<file path="config.mk">
export PLATFORM = sky130hd
export DESIGN_NAME = sha1_byte_stream_hasher_core
export DESIGN_NICKNAME = d
export VERILOG_FILES = /design/src/rtl/core/sha1bh_pkg.sv /design/src/rtl/core/sha1bh_compress.sv /design/src/rtl/core/sha1_byte_stream_hasher_core.sv
export VERILOG_INCLUDE_DIRS = /design/src /design/src/rtl/core
export SDC_FILE = /design/constraint.sdc
export NUM_CORES = 2
export LEC_CHECK = 0
export BUFFER_PORTS_ARGS = -buffer_cell sky130_fd_sc_hd__buf_2
export CAP_MARGIN = 20
export CELL_PAD_IN_SITES_DETAIL_PLACEMENT = 1
export CELL_PAD_IN_SITES_GLOBAL_PLACEMENT = 2
export CORE_AREA = 2 2 433 435
export DETAILED_ROUTE_END_ITERATION = 7
export DIE_AREA = 0 0 435 437
export GPL_TIMING_DRIVEN = 0
export MAX_ROUTING_LAYER = met4
export PLACE_DENSITY = 0.8
export SLEW_MARGIN = 20
export SYNTH_ARGS = -nofsm -noshare
export SYNTH_HDL_FRONTEND = slang
export SYNTH_SLANG_ARGS = --single-unit
</file>
<file path="constraint.sdc">
create_clock -name clk_i -period 20.4 [get_ports clk_i]
set_input_delay 0 -clock clk_i [delete_from_list [all_inputs] [get_ports clk_i]]
set_output_delay 0 -clock clk_i [all_outputs]
set_load 0.03 [all_outputs]
</file>
<file path="src/rtl/core/assert_macros.svh">
// Assertion macros shared by the hasher RTL.
// Depends on clk_i and rst_ni being present in the module that uses them.
`ifndef ASSERT_MACROS_SVH
`define ASSERT_MACROS_SVH

// Check on every clock edge outside reset.
`define ASSERT_CLK(lbl, prop) \
  lbl: assert property (@(posedge clk_i) disable iff (!rst_ni) (prop)) \
    else $error("hasher assertion failed");

// Check on every clock edge, reset included.
`define ASSERT_ALWAYS(lbl, prop) \
  lbl: assert property (@(posedge clk_i) (prop)) \
    else $error("hasher assertion failed");

`endif

</file>
<file path="src/rtl/core/sha1bh_pkg.sv">
// Types, constants and round functions of the SHA-1 byte stream hasher.
// No dependencies; imported by the compression unit and the top level.
package sha1bh_pkg;

  typedef logic [31:0] word_t;
  typedef logic [4:0][31:0] chain_t;
  typedef logic [0:15][31:0] block_t;

  typedef struct packed {
    logic start;
    logic clear;
  } ctl_t;

  localparam int unsigned RndW = 7;
  localparam logic [RndW-1:0] RoundLast = 7'd79;
  localparam logic [RndW-1:0] RoundFinal = 7'd80;

  localparam chain_t ChainInit = {
    32'hC3D2E1F0, 32'h10325476, 32'h98BADCFE, 32'hEFCDAB89, 32'h67452301
  };

  localparam word_t K0 = 32'h5A827999;
  localparam word_t K1 = 32'h6ED9EBA1;
  localparam word_t K2 = 32'h8F1BBCDC;
  localparam word_t K3 = 32'hCA62C1D6;

  localparam logic [7:0] PadMark = 8'h80;
  localparam logic [5:0] LenOffset = 6'd56;

  function automatic word_t round_f(logic [RndW-1:0] t, word_t b, word_t c, word_t d);
    word_t f;
    if (t < 7'd20) begin
      f = ((c ^ d) & b) ^ d;
    end else if (t < 7'd40) begin
      f = b ^ c ^ d;
    end else if (t < 7'd60) begin
      f = (b & c) | (d & (b | c));
    end else begin
      f = b ^ c ^ d;
    end
    return f;
  endfunction

  function automatic word_t round_k(logic [RndW-1:0] t);
    word_t k;
    if (t < 7'd20) begin
      k = K0;
    end else if (t < 7'd40) begin
      k = K1;
    end else if (t < 7'd60) begin
      k = K2;
    end else begin
      k = K3;
    end
    return k;
  endfunction

endpackage

</file>
<file path="src/rtl/core/sha1bh_compress.sv">
// SHA-1 compression unit: one round per cycle over a 16-word rolling schedule.
// Holds the chaining words. Depends on sha1bh_pkg and assert_macros.svh.
`include "assert_macros.svh"

module sha1bh_compress (
  input  logic                clk_i,
  input  logic                rst_ni,
  input  sha1bh_pkg::ctl_t    ctl_i,
  input  sha1bh_pkg::block_t  block_i,
  output sha1bh_pkg::chain_t  chain_o,
  output logic                busy_o
);
  import sha1bh_pkg::*;

  chain_t          chain_q, chain_d;
  word_t           a_q, b_q, c_q, d_q, e_q;
  word_t           a_d, b_d, c_d, d_d, e_d;
  block_t          sched_q, sched_d;
  logic [RndW-1:0] rnd_q, rnd_d;
  logic            busy_q, busy_d;
  word_t           w_new;
  word_t           w_mix;
  word_t           tmp;

  assign w_mix = sched_q[13] ^ sched_q[8] ^ sched_q[2] ^ sched_q[0];
  assign w_new = {w_mix[30:0], w_mix[31]};
  assign tmp   = {a_q[26:0], a_q[31:27]} + round_f(rnd_q, b_q, c_q, d_q) + e_q
               + sched_q[0] + round_k(rnd_q);

  always_comb begin
    chain_d = chain_q;
    a_d     = a_q;
    b_d     = b_q;
    c_d     = c_q;
    d_d     = d_q;
    e_d     = e_q;
    sched_d = sched_q;
    rnd_d   = rnd_q;
    busy_d  = busy_q;
    if (ctl_i.clear) begin
      chain_d = ChainInit;
    end
    if (ctl_i.start) begin
      a_d     = chain_q[0];
      b_d     = chain_q[1];
      c_d     = chain_q[2];
      d_d     = chain_q[3];
      e_d     = chain_q[4];
      sched_d = block_i;
      rnd_d   = '0;
      busy_d  = 1'b1;
    end else if (busy_q) begin
      if (rnd_q == RoundFinal) begin
        chain_d[0] = chain_q[0] + a_q;
        chain_d[1] = chain_q[1] + b_q;
        chain_d[2] = chain_q[2] + c_q;
        chain_d[3] = chain_q[3] + d_q;
        chain_d[4] = chain_q[4] + e_q;
        busy_d     = 1'b0;
      end else begin
        a_d     = tmp;
        b_d     = a_q;
        c_d     = {b_q[1:0], b_q[31:2]};
        d_d     = c_q;
        e_d     = d_q;
        sched_d = {sched_q[1:15], w_new};
        rnd_d   = rnd_q + 7'd1;
      end
    end
  end

  always_ff @(posedge clk_i or negedge rst_ni) begin
    if (!rst_ni) begin
      chain_q <= ChainInit;
      rnd_q   <= '0;
      busy_q  <= 1'b0;
    end else begin
      chain_q <= chain_d;
      rnd_q   <= rnd_d;
      busy_q  <= busy_d;
    end
  end

  always_ff @(posedge clk_i) begin
    a_q     <= a_d;
    b_q     <= b_d;
    c_q     <= c_d;
    d_q     <= d_d;
    e_q     <= e_d;
    sched_q <= sched_d;
  end

  assign chain_o = chain_q;
  assign busy_o  = busy_q;

  `ASSERT_CLK(a_rnd_range, (busy_q |-> (rnd_q <= RoundFinal)))
  `ASSERT_CLK(a_start_idle, (ctl_i.start |-> !busy_q))
  `ASSERT_CLK(a_clear_idle, (ctl_i.clear |-> !busy_q))
  `ASSERT_CLK(a_final_ends, ((busy_q && rnd_q == RoundFinal) |=> !busy_q))
  `ASSERT_CLK(a_last_round, ((busy_q && rnd_q == RoundLast) |=> (busy_q && rnd_q == RoundFinal)))

endmodule

</file>
<file path="src/rtl/core/sha1_byte_stream_hasher_core.sv">
// SHA-1 byte stream hasher top level: byte packing, padding sequencer, digest output.
// Depends on sha1bh_pkg, sha1bh_compress and assert_macros.svh.
//
// Input stream: one message byte per beat on s_axis_tdata_i, qualified by
// s_axis_tuser_i; s_axis_tlast_i ends the message after the byte of that beat
// (a beat with tlast and tuser low ends the message without a byte).
// Output stream: one 160-bit digest beat per message, word 0 in the low bits.
// Timing: byte beats are taken one per cycle while s_axis_tready_o is high; every 64th
// message byte starts the compression unit (80 rounds, one per cycle, then a step that
// adds into the chaining words and one that hands back to the sequencer). A last beat
// is followed by 9 to 72 padding bytes, one per cycle, and one or two compression runs;
// the digest then enters the output register from ST_EMIT once that register is free.
// The sustained byte rate is set by the single shared round unit.
// s_axis_tready_o is low while padding or compressing, and while a finished
// digest waits for a stalled receiver in front of a full output register.
// Reset clears the message, loads the initial chaining words and empties the output
// register; each digest clears the message and reloads the chaining words too.
`include "assert_macros.svh"

module sha1_byte_stream_hasher_core (
  input  logic         clk_i,
  input  logic         rst_ni,
  input  logic         s_axis_tvalid_i,
  output logic         s_axis_tready_o,
  input  logic [7:0]   s_axis_tdata_i,   // [7:0] data_byte
  input  logic         s_axis_tuser_i,   // [0] byte_valid
  input  logic         s_axis_tlast_i,
  output logic         m_axis_tvalid_o,
  input  logic         m_axis_tready_i,
  output logic [159:0] m_axis_tdata_o    // digest_word0 .. digest_word4, 32 bits each
);
  import sha1bh_pkg::*;

  localparam logic [1:0] ST_IDLE = 2'd0;
  localparam logic [1:0] ST_PAD  = 2'd1;
  localparam logic [1:0] ST_COMP = 2'd2;
  localparam logic [1:0] ST_EMIT = 2'd3;

  localparam logic [1:0] PAD_MARK = 2'd0;
  localparam logic [1:0] PAD_ZERO = 2'd1;
  localparam logic [1:0] PAD_LEN  = 2'd2;

  logic [1:0]   state_q, state_d;
  logic [1:0]   stage_q, stage_d;
  logic         pad_q, pad_d;
  logic [5:0]   cnt_q, cnt_d, cnt_inc;
  logic [63:0]  bitcnt_q, bitcnt_d;
  logic [511:0] blk_q, blk_d;
  logic         out_valid_q, out_valid_d;
  chain_t       out_q;
  chain_t       chain;
  logic         busy;
  ctl_t         ctl;
  logic         accept;
  logic         absorb;
  logic [7:0]   abs_byte;
  logic         emit_go;

  assign s_axis_tready_o = (state_q == ST_IDLE);
  assign accept  = s_axis_tvalid_i && s_axis_tready_o;
  assign cnt_inc = cnt_q + 6'd1;
  assign emit_go = (state_q == ST_EMIT) && (!out_valid_q || m_axis_tready_i);

  always_comb begin
    state_d  = state_q;
    stage_d  = stage_q;
    pad_d    = pad_q;
    bitcnt_d = bitcnt_q;
    absorb   = 1'b0;
    abs_byte = '0;
    ctl      = '0;
    unique case (state_q)
      ST_IDLE: begin
        if (accept) begin
          if (s_axis_tuser_i) begin
            absorb   = 1'b1;
            abs_byte = s_axis_tdata_i;
            bitcnt_d = bitcnt_q + 64'd8;
          end
          if (s_axis_tlast_i) begin
            pad_d   = 1'b1;
            stage_d = PAD_MARK;
          end
          if (s_axis_tuser_i && (&cnt_q)) begin
            state_d = ST_COMP;
          end else if (s_axis_tlast_i) begin
            state_d = ST_PAD;
          end
        end
      end
      ST_PAD: begin
        absorb = 1'b1;
        unique case (stage_q)
          PAD_MARK: abs_byte = PadMark;
          PAD_LEN:  abs_byte = bitcnt_q[63:56];
          default:  abs_byte = '0;
        endcase
        if (stage_q == PAD_LEN) begin
          bitcnt_d = {bitcnt_q[55:0], 8'd0};
        end else begin
          stage_d = (cnt_inc == LenOffset) ? PAD_LEN : PAD_ZERO;
        end
        if (&cnt_q) begin
          state_d = ST_COMP;
        end
      end
      ST_COMP: begin
        if (!busy) begin
          if (!pad_q) begin
            state_d = ST_IDLE;
          end else if (stage_q == PAD_LEN) begin
            state_d = ST_EMIT;
          end else begin
            state_d = ST_PAD;
          end
        end
      end
      ST_EMIT: begin
        if (emit_go) begin
          ctl.clear = 1'b1;
          bitcnt_d  = '0;
          pad_d     = 1'b0;
          state_d   = ST_IDLE;
        end
      end
      default: state_d = ST_IDLE;
    endcase
    ctl.start = absorb && (&cnt_q);
  end

  assign cnt_d = absorb ? cnt_inc : cnt_q;
  assign blk_d = absorb ? {blk_q[503:0], abs_byte} : blk_q;
  assign out_valid_d = emit_go ? 1'b1 : (m_axis_tready_i ? 1'b0 : out_valid_q);

  always_ff @(posedge clk_i or negedge rst_ni) begin
    if (!rst_ni) begin
      state_q     <= ST_IDLE;
      stage_q     <= PAD_MARK;
      pad_q       <= 1'b0;
      cnt_q       <= '0;
      bitcnt_q    <= '0;
      out_valid_q <= 1'b0;
    end else begin
      state_q     <= state_d;
      stage_q     <= stage_d;
      pad_q       <= pad_d;
      cnt_q       <= cnt_d;
      bitcnt_q    <= bitcnt_d;
      out_valid_q <= out_valid_d;
    end
  end

  always_ff @(posedge clk_i) begin
    blk_q <= blk_d;
    if (emit_go) begin
      out_q <= chain;
    end
  end

  sha1bh_compress u_compress (
    .clk_i   (clk_i),
    .rst_ni  (rst_ni),
    .ctl_i   (ctl),
    .block_i (block_t'(blk_d)),
    .chain_o (chain),
    .busy_o  (busy)
  );

  assign m_axis_tvalid_o = out_valid_q;
  assign m_axis_tdata_o  = out_q;

  `ASSERT_CLK(a_busy_in_comp, (busy |-> (state_q == ST_COMP)))
  `ASSERT_CLK(a_ready_not_busy, (s_axis_tready_o |-> !busy))
  `ASSERT_CLK(a_emit_loads, (emit_go |=> m_axis_tvalid_o))
  `ASSERT_CLK(a_emit_clears, (emit_go |=> (bitcnt_q == 64'd0 && cnt_q == 6'd0 && !pad_q)))
  `ASSERT_CLK(a_emit_on_boundary, ((state_q == ST_EMIT) |-> (cnt_q == 6'd0 && pad_q)))

endmodule

</file>
==> run summary <==
Async S/R FF share, synth: 15.3%
CORE AREA: 185000 um2
WHS: 0.0948 ns
Post-DP HPWL: 204000 um
H-tree depth: 4
total number of vias: 58200
Hold WC Path Type: in2reg
FF-to-FF Start: u_compress.rnd_q[5]$_DFFE_PN0P_
Area growth, synth to finish: 14.8%
clock root cell: clkbuf_16
Slew Viols, Final: 0
largest net degree at the start of global routing: 73
post-CTS resize count: 0
post-synthesis mux area share: 0.518%
hold path startpoint: s_axis_tdata_i[6]
WHS Path Cells: 4
Seq/Total Area, Yosys: 55.9%
number of vias per cell: 5.31
# DRC: 0
outcome: finished, final reports clean
most common cell after layout, fill and taps aside: nand2_1
initial antenna violation count: 2
total track usage: 28.6%
Iteration-0 DRC Markers: 4642
crit path DAT: 8.87 ns
DRT Wirelength: 267000 um
Synth Area in Compound Gates: 8.60%
first-pass GRT wire length: 395000 um
crit-path max FO: 11
Max Fclk: 121 MHz
Die Wd: 435 um
first-pass iteration count of the detailed router: 7
Starting Density: 39.8%
clk_lat worst skew: 0.85 ns
Port-buffer cells: 175
Cell Chain, Critical Path: clkbuf_1, a41oi_1, and2_1, clkinv_1, nand2b_1, clkbuf_1, clkbuf_1, o221ai_1, fa_1, inv_1, fa_1, inv_1, fa_1, inv_1, ha_1, nand3_1, nor3_1, o21ai_0, a31oi_1, a21oi_1, a2111oi_0, nor2_1, xor2_1, o21ai_0
TritonCTS clock tree: yes
row count: 158
clock slew at reported path FFs: 0.06 ns
worst reg2reg path endpoint: u_compress.a_q[30]$_DFFE_PP_
post-synthesis simple-gate area fraction: 22.1%
Worst Hold End: blk_q[6]$_DFF_P_
commonest register cell after synthesis: edfxtp_1
Synth cell types: 90
Slew HR: 19.1%
GPL Wtd Cong: 0.957
Post-synth EDFFs: 832
Inserted Clock Buffers: 177
synthesized area: 73700 um2
final core utilization: 45.7%
Post-Synth XOR/XNOR Area: 3.14%
Final nets: 8650
adder-cell share of the synthesized area: 6.70%
CP Launch Type: flip-flop
critical-path cell with the highest stage delay: clkbuf_1
Mean Syn Cell Area: 9.30 um2
Reg2Reg Depth: 24
final worst path period share: 40.7%
RSZ-0062 raised after global routing: no
Routed Antenna Nets: 0
grt ovf: 0
register bit total from synthesis: 1577
met2 Track Usage GR: 46.9%
Worst Max-Slew Pin Slew: 1.21 ns
CTS max path bufs: 3
final hold viol count: 0
GR peak layer: met2
M3 GR Usage: 3.18%
# clock sinks: 1577
Final setup viols: 0
Clock Skew: 0.0346 ns
wire per inst: 24.4 um
minimum clock period: 8.29 ns
crit path kind: reg2reg
commonest cells after routing, fill and taps aside: nand2_1, edfxtp_1, dfxtp_1, clkbuf_1, o21ai_0
Syn. warnings: 0
largest family of logic cells by synthesized area: simple AND/OR/NAND/NOR gates
slowest stage delay, CP: 0.87 ns
required time worst endpoint: 20.97 ns
Net Count, Synth: 8259
Mapped Cells: 7925
Die Area: 190000 um2
vias in the first global route: 59800
endpoint class of the critical path: flip-flop
share of cells above drive strength 1: 7.45%
Max-Cap Viols: 0
met1 usage: 36.4%
Worst R2R Setup Slack: 12.11 ns
Top-Level Pins: 176
Die Height: 437 um
==> Yosys cell counts, types with 68 or more instances <==
library cell,count,area share [%]
o21ai_0,318,2.2
nand2_1,3557,18
xor2_1,90,1.1
clkbuf_1,332,1.7
xnor2_1,174,2.1
dfrtp_1,161,5.5
nor2_1,197,1.0
edfxtp_1,832,34
nand3_1,98,0.67
dfstp_2,80,2.9
dfxtp_1,504,14
a21o_1,90,0.92
inv_1,217,1.1
nor3_1,68,0.46
fa_1,124,3.4
ha_1,196,3.3
a21oi_1,311,2.1
==> cell type report <==
| class | instances | area, um2 |
|---|---|---|
| clock buffer | 253 | 5120 |
| clock inverter | 79 | 995 |
| buffer | 369 | 1400 |
| timing repair buffer | 212 | 1620 |
| antenna | 2 | 5.00 |
| multi-input combinational | 5760 | 30300 |
| sequential | 1577 | 41200 |
| tap | 2480 | 3100 |
| inverter | 219 | 822 |
| fill | 21400 | 100000 |
==> logic make-up after synthesis <==
logic type      after synthesis
compound gates             1029
fa+ha+maj                   320
mux                          38
buf+inv                     588
xor+xnor                    264
flops                      1577
simple gates               4109
==> layer usage <==
metal  share of wire [%]  vias to the layer above  routed length [um]
met4                 4.3                        0               11600
li1                    -                    27100                   -
met2                  48                     1382              128000
met1                  44                    29200              116000
met3                 4.2                      405               11300
met5                   0                        -                   0
==> critical path: cells and delay by family, from the launching register on <==
kind / cells / cell delay [ns]
AOI/OAI and AO/OA: 7 / 2.76
adders and majority gates: 4 / 2.01
buffers and inverters: 7 / 1.81
and+or+nand+nor: 5 / 0.91
DFF: 1 / 0.36
xor gates and xnor gates: 1 / 0.16
==> flip-flops by register name, indices dropped and copies added (netlist names) <==
name,count
u_compress.c_q,32
u_compress.sched_q,512
cnt_q,6
bitcnt_q,61
stage_q,2
m_axis_tvalid_o,1
u_compress.a_q,32
u_compress.e_q,32
u_compress.rnd_q,7
u_compress.d_q,32
blk_q,504
u_compress.chain_o,160
m_axis_tdata_o,160
state_q,2
u_compress.busy_o,1
pad_q,1
u_compress.b_q,32
==> how the worst max path moves through the flow <==
stage | cells after the start | slack (ns) | start | to
6_report | 24 | 12.11 | u_compress.rnd_q[5]$_DFFE_PN0P_ | u_compress.a_q[30]$_DFFE_PP_
5_1_grt | 24 | 11.73 | u_compress.rnd_q[5]$_DFFE_PN0P_ | u_compress.a_q[30]$_DFFE_PP_
4_1_cts | 24 | 12.18 | u_compress.rnd_q[5]$_DFFE_PN0P_ | u_compress.a_q[30]$_DFFE_PP_
3_5_place_dp | 24 | 12.20 | u_compress.rnd_q[5]$_DFFE_PN0P_ | u_compress.a_q[30]$_DFFE_PP_
3_3_place_gp | 6 | -6.76 | state_q[1]$_DFFE_PN0P_ | u_compress.sched_q[330]$_DFFE_PP_
2_1_floorplan | 7 | 3.12 | cnt_q[0]$_DFFE_PN0P_ | u_compress.a_q[0]$_DFFE_PP_
==> metrics by stage <==
stage	std cells	TNS, ns	area, um2	setup WS, ns
after floorplan	7925	0	73700	3.12
after global placement	10600	-4467.87	77600	-6.76
after detailed placement	10600	0	78300	12.20
after CTS	10900	0	84500	12.18
after global routing	10900	0	84500	11.73
final	11000	0	84500	12.11
==> repair_timing <==
action,CTS,global route
buffers inserted,0,0
endpoints found under the hold margin,170,0
hold buffers,16,0
Power is left out: the tool's default activity adds up to more than one toggle a clock period on the data nets, which glitch-free logic cannot reach.
